<file path="src/design/isort_pkg.sv">
// isort_pkg: shared types and constants for the insertion sorter.
// No dependencies; used by isort_cell, isort_ctrl and insertion_sorter.
package isort_pkg;

  localparam int DATA_W = 32;

  // What every cell of the chain does in a cycle
  typedef enum logic [1:0] {
    OP_HOLD,
    OP_INSERT,
    OP_SHIFT
  } cell_op_t;

  // Controller phases: loading a set, then draining it
  typedef enum logic {
    ST_LOAD,
    ST_DRAIN
  } ctl_state_t;

  // Broadcast to all cells: the controller's operation and the input key
  typedef struct packed {
    cell_op_t                  op;
    logic signed [DATA_W-1:0] key;
  } cell_ctl_t;

endpackage

</file>
<file path="src/design/isort_cell.sv">
// isort_cell: one place of the sorted chain, holding a value and a valid bit.
// Depends on isort_pkg.
module isort_cell (
  input  logic                                clk,
  input  logic                                rst,
  input  isort_pkg::cell_ctl_t                ctl,
  input  logic signed [isort_pkg::DATA_W-1:0] left_val,
  input  logic                                left_valid,
  input  logic                                left_ins,
  input  logic signed [isort_pkg::DATA_W-1:0] right_val,
  input  logic                                right_valid,
  output logic signed [isort_pkg::DATA_W-1:0] val,
  output logic                                valid,
  output logic                                ins
);
  import isort_pkg::*;

  // Insertion point at or below this cell: empty, or strictly larger than the key
  assign ins = !valid || (val > ctl.key);

  // Insert: cells above the insertion point take their lower neighbor,
  // the insertion point takes the key. Shift: move one place toward the head.
  always_ff @(posedge clk) begin
    if (rst) begin
      valid <= 1'b0;
    end else begin
      unique case (ctl.op)
        OP_INSERT: begin
          if (left_ins) begin
            val   <= left_val;
            valid <= left_valid;
          end else if (ins) begin
            val   <= ctl.key;
            valid <= 1'b1;
          end
        end
        OP_SHIFT: begin
          val   <= right_val;
          valid <= right_valid;
        end
        default: begin
        end
      endcase
    end
  end

endmodule

</file>
<file path="src/design/isort_ctrl.sv">
// isort_ctrl: load/drain sequencer and overflow flag for the insertion sorter.
// Depends on isort_pkg.
module isort_ctrl (
  input  logic                 clk,
  input  logic                 rst,
  input  logic                 in_valid,
  input  logic                 last,
  input  logic                 full,
  input  logic                 head_valid,
  input  logic                 next_valid,
  input  logic                 out_ready,
  output logic                 in_ready,
  output logic                 out_valid,
  output logic                 final_res,
  output logic                 overflow,
  output isort_pkg::cell_op_t  op
);
  import isort_pkg::*;

  ctl_state_t state, state_next;
  logic       overflowed, overflowed_next;
  logic       in_take, out_take;

  assign in_take  = in_valid && in_ready;
  assign out_take = out_valid && out_ready;

  // Next state
  always_comb begin
    state_next = state;
    unique case (state)
      ST_LOAD: begin
        if (in_take && last) state_next = ST_DRAIN;
      end
      ST_DRAIN: begin
        if (!head_valid || (out_take && !next_valid)) state_next = ST_LOAD;
      end
      default: state_next = ST_LOAD;
    endcase
  end

  // Outputs
  always_comb begin
    in_ready  = 1'b0;
    out_valid = 1'b0;
    op        = OP_HOLD;
    unique case (state)
      ST_LOAD: begin
        in_ready = 1'b1;
        if (in_valid && !full) op = OP_INSERT;
      end
      ST_DRAIN: begin
        out_valid = head_valid;
        if (out_valid && out_ready) op = OP_SHIFT;
      end
      default: begin
      end
    endcase
  end

  assign final_res = !next_valid;
  assign overflow  = overflowed;

  // Dropped request sets the flag; it clears when the set has drained
  always_comb begin
    overflowed_next = overflowed;
    if (state == ST_DRAIN && state_next == ST_LOAD) begin
      overflowed_next = 1'b0;
    end else if (in_take && full) begin
      overflowed_next = 1'b1;
    end
  end

  always_ff @(posedge clk) begin
    if (rst) begin
      state      <= ST_LOAD;
      overflowed <= 1'b0;
    end else begin
      state      <= state_next;
      overflowed <= overflowed_next;
    end
  end

endmodule

</file>
<file path="src/design/insertion_sorter.sv">
// insertion_sorter: top level, a chain of DEPTH sorting cells and a sequencer.
// Depends on isort_pkg, isort_cell and isort_ctrl.
//
//  channel | signals                                  | direction
//  --------+------------------------------------------+----------
//  in      | in_valid, in_ready, value, last          | into block
//  out     | out_valid, out_ready, sorted_value,      | out of block
//          | final_res, overflow                      |
//
// Loading: one request per cycle; every cell compares against the new value
// in parallel and the chain shifts up by one place above the insertion point.
// Draining: one result per cycle from the head cell while out_ready is high,
// and no request is taken until the last result is delivered.
// Reset clears the cell valid bits and the sequencer; a stalled result holds.
module insertion_sorter #(
  parameter int DEPTH = 16
) (
  input  logic                                clk,
  input  logic                                rst,
  input  logic                                in_valid,
  output logic                                in_ready,
  input  logic signed [isort_pkg::DATA_W-1:0] value,
  input  logic                                last,
  output logic                                out_valid,
  input  logic                                out_ready,
  output logic signed [isort_pkg::DATA_W-1:0] sorted_value,
  output logic                                final_res,
  output logic                                overflow
);
  import isort_pkg::*;

  logic signed [DATA_W-1:0] cell_val   [DEPTH];
  logic                     cell_valid [DEPTH];
  logic                     cell_ins   [DEPTH];
  cell_ctl_t                ctl;
  cell_op_t                 op;

  assign ctl.op  = op;
  assign ctl.key = value;

  // Sequencer
  isort_ctrl u_ctrl (
    .clk        (clk),
    .rst        (rst),
    .in_valid   (in_valid),
    .last       (last),
    .full       (cell_valid[DEPTH-1]),
    .head_valid (cell_valid[0]),
    .next_valid (cell_valid[1]),
    .out_ready  (out_ready),
    .in_ready   (in_ready),
    .out_valid  (out_valid),
    .final_res  (final_res),
    .overflow   (overflow),
    .op         (op)
  );

  // Cell chain, head at index 0
  for (genvar i = 0; i < DEPTH; i++) begin : g_cell
    logic signed [DATA_W-1:0] lv, rv;
    logic                     lvalid, lins, rvalid;

    if (i == 0) begin : g_head
      assign lv     = '0;
      assign lvalid = 1'b0;
      assign lins   = 1'b0;
    end else begin : g_mid_l
      assign lv     = cell_val[i-1];
      assign lvalid = cell_valid[i-1];
      assign lins   = cell_ins[i-1];
    end

    if (i == DEPTH-1) begin : g_tail
      assign rv     = '0;
      assign rvalid = 1'b0;
    end else begin : g_mid_r
      assign rv     = cell_val[i+1];
      assign rvalid = cell_valid[i+1];
    end

    isort_cell u_cell (
      .clk         (clk),
      .rst         (rst),
      .ctl         (ctl),
      .left_val    (lv),
      .left_valid  (lvalid),
      .left_ins    (lins),
      .right_val   (rv),
      .right_valid (rvalid),
      .val         (cell_val[i]),
      .valid       (cell_valid[i]),
      .ins         (cell_ins[i])
    );
  end

  assign sorted_value = cell_val[0];

endmodule
</file>
<file path="config.mk">
export PLATFORM = sky130hd
export DESIGN_NAME = insertion_sorter
export DESIGN_NICKNAME = d
export VERILOG_FILES = /design/src/design/isort_pkg.sv /design/src/design/isort_cell.sv /design/src/design/isort_ctrl.sv /design/src/design/insertion_sorter.sv
export SDC_FILE = /design/constraint.sdc
export NUM_CORES = 2
export LEC_CHECK = 0
export BUFFER_PORTS_ARGS = -buffer_cell sky130_fd_sc_hd__buf_2
export CAP_MARGIN = 20
export CORE_ASPECT_RATIO = 1.75
export CORE_UTILIZATION = 60
export DETAILED_ROUTE_END_ITERATION = 8
export GPL_TIMING_DRIVEN = 1
export PLACE_DENSITY = 0.77
export SYNTH_ARGS = -nofsm -noshare
export SYNTH_HDL_FRONTEND = slang
export SYNTH_SLANG_ARGS = --single-unit
</file>
<file path="constraint.sdc">
create_clock -name clk -period 8.6 [get_ports clk]
set_input_delay 2.58 -clock clk [delete_from_list [all_inputs] [get_ports clk]]
set_output_delay 2.58 -clock clk [all_outputs]
set_load 0.01 [all_outputs]
</file>
# ---- Yosys cells after proc, flatten, opt, wreduce, memory -nomap -nowiden
# Cells that the tools add are included.
dict set report classes {
  n_reduce_logical 75
  order_cmp 16
  muxes 102
  eq_ne 18
  bitwise_logic 3
}
# operator count
set op_table {}
lappend op_table {{$pmux W32 S2} 16}
lappend op_table {{$mux W32} 31}
lappend op_table {{$gt A32 B32 Y1} 16}
lappend op_table {{$reduce_and A3 Y1} 16}
lappend op_table {{$ne A3 B1 Y1 const B} 13}
lappend op_table {{$mux W1} 36}
lappend op_table {{$pmux W1 S2} 17}
lappend op_table {{$reduce_and A2 Y1} 16}
lappend op_table {{$logic_or A1 B1 Y1} 17}
lappend op_table {{$logic_not A1 Y1} 16}
lappend op_table {{$logic_and A1 B1 Y1} 8}
lappend op_table {{$ne A3 B2 Y1 const B} 2}
lappend op_table {{$pmux W2 S2} 1}
lappend op_table {{$not A1 Y1} 3}
lappend op_table {{$eq A2 B1 Y1 const B} 1}
lappend op_table {{$eq A2 B2 Y1 const B} 1}
lappend op_table {{$mux W2} 1}
lappend op_table {{$ne A2 B1 Y1 const B} 1}
lappend op_table {{$reduce_bool A2 Y1} 1}
lappend op_table {{$reduce_or A2 Y1} 1}
dict set report totals {
  in_bits 37
  register_bits 530
  word_cells 248
}

# ---- Logic depth before layout (Yosys ltp)
dict set report logic_depth {
  ltp_word 9
  mapped_depth 12
  mapped_depth_nobuf 10
}

# ---- By module
# A second synthesis with hierarchy kept.
dict set report unflattened {
  hier_cells 4287
  area_unflattened_um2 41373.4
}
# module area_per_inst_um2 cells_per_inst instances
set modules_own_cells {}
lappend modules_own_cells {isort_cell 2578.7 267 16}
lappend modules_own_cells {isort_ctrl 110.1 14 1}
lappend modules_own_cells {insertion_sorter 3.8 1 1}

# ---- Worst setup path before layout
# Ideal clock, no wire load.
dict set report synth_path {
  kind {input to register}
  start {input port value[23] in the netlist's numbering}
  end {register g_cell[1].u_cell.val[0] in the netlist's numbering (enable)}
  slack_ns 1.658
  setup_ns 0.441
  cell_stages 10
  required_ns 8.159
  arrival_ns 6.502
  cell_sequence {inv_1 ha_1 nand4_1 or4_1 o31a_1 a41oi_1 o22ai_1 buf_2 buf_2 a31oi_1}
}
dict set report synth_via {
  elab_chain_cells 4
  elab_cells_between_ends 6
  cone_classes {2 x order compare; 1 x eq/ne; 3 x reduce/logical}
}
# item line_no
set synth_rtl {}
lappend synth_rtl {{start: declaration} insertion_sorter.sv:22} ;# input logic signed [isort_pkg::DATA_W-1:0] value,
lappend synth_rtl {{$gt A32 B32 Y1} isort_cell.sv:19} ;# assign ins = !valid || (val > ctl.key);
lappend synth_rtl {{$logic_or A1 B1 Y1} isort_cell.sv:19}
lappend synth_rtl {{$ne A3 B1 Y1 (no source line) (*)} -}
lappend synth_rtl {{$reduce_and A3 Y1 (no source line) (*)} -}
lappend synth_rtl {{end signal: assignment} isort_cell.sv:30} ;# val <= left_val;
lappend synth_rtl {{end signal: assignment} isort_cell.sv:33} ;# val <= ctl.key;
lappend synth_rtl {{end signal: assignment} isort_cell.sv:38} ;# val <= right_val;
lappend synth_rtl {{end: declaration} isort_cell.sv:12} ;# output logic signed [isort_pkg::DATA_W-1:0] val,
# Every way passes the cells marked *; elsewhere a longest branch is shown, timed or not.
# A chain may end at the register's enable or synchronous reset.

# ---- Worst setup path in the final report
dict set report layout_path {
  start {input port value[19] in the netlist's numbering}
  end {register g_cell[4].u_cell.val[27] in the netlist's numbering (enable)}
}
dict set report layout_via {
  elab_chain_cells 4
  elab_cells_between_ends 6
  cone_classes {2 x order compare; 1 x eq/ne; 3 x reduce/logical}
}
# item line_no
set layout_rtl {}
lappend layout_rtl {{$gt A32 B32 Y1} isort_cell.sv:19}
lappend layout_rtl {{$logic_or A1 B1 Y1} isort_cell.sv:19}
lappend layout_rtl {{$ne A3 B1 Y1 (no source line) (*)} -}
lappend layout_rtl {{$reduce_and A3 Y1 (no source line) (*)} -}
lappend layout_rtl {{end signal: assignment} isort_cell.sv:30}
lappend layout_rtl {{end signal: assignment} isort_cell.sv:33}
lappend layout_rtl {{end signal: assignment} isort_cell.sv:38}
lappend layout_rtl {{end: declaration} isort_cell.sv:12}
# Marked as above.

==> parameters.txt <==
Parameter                              Value

Floorplanning
  Site Rows    around 120
  Effective utilization at floorplan    0.6053
  Total Die Area    0.06171 mm2
  Width of the die    188.2 um
  Vertical extent of the die    around 330 um
  Number of primary I/O pins    73
  Placeable core region    roughly 0.06 mm2

Cells and area
  Count of nets after finishing    4182
  Fraction of final layout cells sized beyond drive strength 1    0.06802
  Number of filler instances in the final layout    4765
  Fin area    0.03931 mm2
  Top library cells by usage in the layout, fill and taps aside    676 x sky130_fd_sc_hd__nand2_1, 512 x sky130_fd_sc_hd__edfxtp_1, 480 x sky130_fd_sc_hd__ha_1
  Antenna diode count    0
  Most common cell after layout, fill and taps aside    sky130_fd_sc_hd__nand2_1
  Synth-to-Final Area Change    7.972%

Global routing
  Sum of overflow across all layers after global routing    0
  Global-route wire length before repair    181.9 mm
  GRT Resource Usage Total    0.3853
  Number of antenna violations at the first check in global routing    0
  Via count of the first global-routing pass    between 30k and 40k
  Maximum number of pins on one net before global-route repair    between 150 and 200

STA
  Share of the clock period used by the worst path after layout    0.8249
  Unrepaired setup endpoints after global routing    no
  Max transition margin    0.2061
  Max Clock Skew    0.02598 ns
  TNS Setup    0 ns
  Slew @ Worst Pin    between 1 and 1.5 ns
  Final hold violations    0
  Count of final setup violators    0
  Minimum clock period    roughly 7.1 ns
  Number of max-slew violations in the final report    0
  Max frequency    roughly 140 MHz
  Worst hold margin    about 0.51 ns

Clock tree
  Post-CTS Setup Bufs    0
  Clock Path Buffers    3
  Count of instances resized after the clock tree is built    0
  Hold-fix buffer count after cts    0
  Insertion delay of the later-clocked pin in the worst-skew pair    0.61 ns
  Buffer cell driving the clock tree root    sky130_fd_sc_hd__clkbuf_16
  Clock input transition at the sequential cells of the worst setup and hold paths    about 0.070 ns
  TritonCTS Buffers    between 40 and 50
  Number of levels the H-tree was split into    2
  TritonCTS clock tree    done
  Count of clock tree sinks    between 500 and 600

Yosys
  Cell type contributing the most total cell area after synthesis    sky130_fd_sc_hd__edfxtp_1
  Yosys cell types    63
  Number of synthesized register bits    530
  Synthesized netlist net count    about 4.2k
  Syn_area_per_cell    roughly 10 um2
  Prevailing post-synth register cell    sky130_fd_sc_hd__edfxtp_1
  Gate count after technology mapping    3727
  Sequential area share after synthesis    0.4322
  Fraction of synthesis flops using an asynchronous set or reset pin    0
  Count of flip-flops with a built-in enable after synthesis    512
  Fraction of synthesized cell area taken by the top area cell type    0.4223
  Area of the mapped netlist    roughly 0.036 mm2
  Top cells by area, synth    sky130_fd_sc_hd__edfxtp_1 42%, sky130_fd_sc_hd__ha_1 16%, sky130_fd_sc_hd__nand2_1 7.0%, sky130_fd_sc_hd__o211ai_1 6.7%, sky130_fd_sc_hd__nand3_1 5.0%
  Yosys warning count    0

Detailed routing
  Mean number of vias per cell    a little over 7
  Drt total wl    120.6 mm
  DRC violations left    0
  Number of nets with antenna violations after detailed routing    0
  Pre-antenna DRT Iters    8
  Total vias in the final route    32.18k
  Average wire length per cell after detail routing    about 27 um
  Starting DRT DRC Count    4062

Setup path
  Capturing element type of the critical path    flip-flop
  Worst path required time    approximately 9 ns
  Number of buffers and inverters on the critical path    4
  Cell type with the highest occurrence count on the critical path    sky130_fd_sc_hd__buf_4
  Element type at the critical path start    input pin
  Arrival @ worst endpoint    7.32 ns
  Maximum fanout count along the critical path    35
  Cell family with most CP delay    simple AND/OR/NAND/NOR gates
  WS Path Type    in -> reg
  Crit path cell chain    buf_2, inv_1, buf_4, ha_1, nand4_1, nor4_1, o311ai_0, and4_1, o31ai_4, buf_4, nor3_1, nor2_4
  Largest incremental delay on the critical path    approximately 0.9 ns
  Cell with the largest stage delay on the worst path    sky130_fd_sc_hd__nor4_1

Place
  Input/output buffers    72
  Routability Congestion    between 1 and 1.5
  Placed inst area    0.03760 mm2
  Final HPWL DP    a little under 90 mm

Power
  Leakage power figure    15.66 nW
  Switching part of the total    0.2831
  Logic gate share of total power    0.154
  Clock group share of total power    0.361
  Peak supply drop    174.5 uV
  Share of power burned in registers    0.485
  Switching power of the nets    1.820 mW
  Pint    around 4.6 mW
  Cell Pwr Density    approximately 160 mW/mm2

Worst hold path
  Hold Crit Class    reg -> reg

Flow run
  Max Cap Viol    0

Outcome
  Outcome    completed
-- final timing paths --
path	startpoint	end	slack, ns	depth (start not counted)
setup / recovery	value[19]	g_cell[4].u_cell.val[27]$_DFFE_PP_	1.51	12
setup reg to reg	g_cell[4].u_cell.val[27]$_DFFE_PP_	g_cell[4].u_cell.val[27]$_DFFE_PP_	3.41	9
hold reg to reg	u_ctrl.overflow$_SDFFE_PP0P_	u_ctrl.overflow$_SDFFE_PP0P_	0.51	2
hold / removal	u_ctrl.overflow$_SDFFE_PP0P_	u_ctrl.overflow$_SDFFE_PP0P_	0.51	2
-- synthesized netlist by cell type, drive strengths merged, types with 2 or more instances --
cell       n
edfxtp   512
a21o      49
inv       73
o21ai     89
nor3      54
a2111oi    2
ha       480
a211o      3
o22ai      6
o221ai    10
nor4b      2
and2       4
nor4      17
a221o    100
o211ai   326
nand3    361
o21a       8
a21oi    198
nor2b     26
a221oi    13
a22o       2
a31oi      9
a21boi     9
nor4bb     2
o31a       6
and4      17
or4        2
o311ai     5
clkbuf   219
o311a      4
a211oi    12
nor2     162
nand2b     4
nand2    677
nand4     93
and3       6
buf       37
o31ai     11
dfxtp     18
a2111o     3
a311oi    12
or3        2
mux2i     65
nand3b     3
or2        2
-- state kept, by name, indices dropped and copies added, names as in the netlist --
register             cells
g_cell.u_cell.val      512
g_cell.u_cell.valid     16
u_ctrl.overflow          1
u_ctrl.state             1
-- worst reg2reg max path, delay by kind of cell (launching register included) --
| family | cells | cell delay, ns |
|---|---|---|
| adders and majority gates | 1 | 0.35 |
| and+or+nand+nor | 5 | 2.75 |
| DFF | 1 | 0.44 |
| AOI/OAI and AO/OA | 2 | 0.86 |
| buffers and inverters | 1 | 0.39 |
-- metal layers --
| layer | global-route usage | vias to the layer above | part of all wire |
|---|---|---|---|
| met2 | 0.6397 | 1993 | 0.48 |
| met4 | 0.3245 | 0 | 0.094 |
| li1 | - | 14220 | - |
| met3 | 0.05534 | 566 | 0.084 |
| met5 | 0 | - | 0 |
| met1 | 0.4383 | 15400 | 0.34 |
-- cell families after synthesis --
kind of cell,count (synthesis),share of synthesized area
DFF,530,0.4322
muxes,66,0.01818
and+or+nand+nor,1435,0.1768
AOI/OAI and AO/OA,887,0.1728
adders and majority gates,480,0.1649
buffers and inverters,329,0.03519
-- layout make-up --
type	count	area, um2	area share
Clock buffer	58	1303	0.03313
Clock inverter	33	317.8	0.008084
Inverter	73	274.0	0.006970
Multi-Input combinational cell	2868	19710	0.5014
Sequential cell	530	15740	0.4002
Tap cell	786	983.4	0.02502
Timing Repair Buffer	143	991.0	0.02521
-- power by group through the flow --
stage,Combinational (mW),Clock [mW],Sequential [mW]
floorplan,0.634,0,3.12
global placement,0.925,0,3.17
detailed placement,0.954,0,3.17
CTS,0.959,2.31,3.11
global route,1.08,2.38,3.13
finish,0.988,2.32,3.12
-- stage by stage --
step | power, mW | worst slack [ns] | instances | util
finish | 6.428 | 1.506 | 4491 | 0.6536
global route | 6.592 | 1.559 | 4491 | 0.6536
CTS | 6.383 | 1.596 | 4487 | 0.6521
detailed placement | 4.123 | 0.9666 | 4396 | 0.6251
global placement | 4.093 | 1.075 | 4396 | 0.6251
floorplan | 3.755 | 1.658 | 3727 | -
No activity file was read; power rests on OpenSTA's default activity.
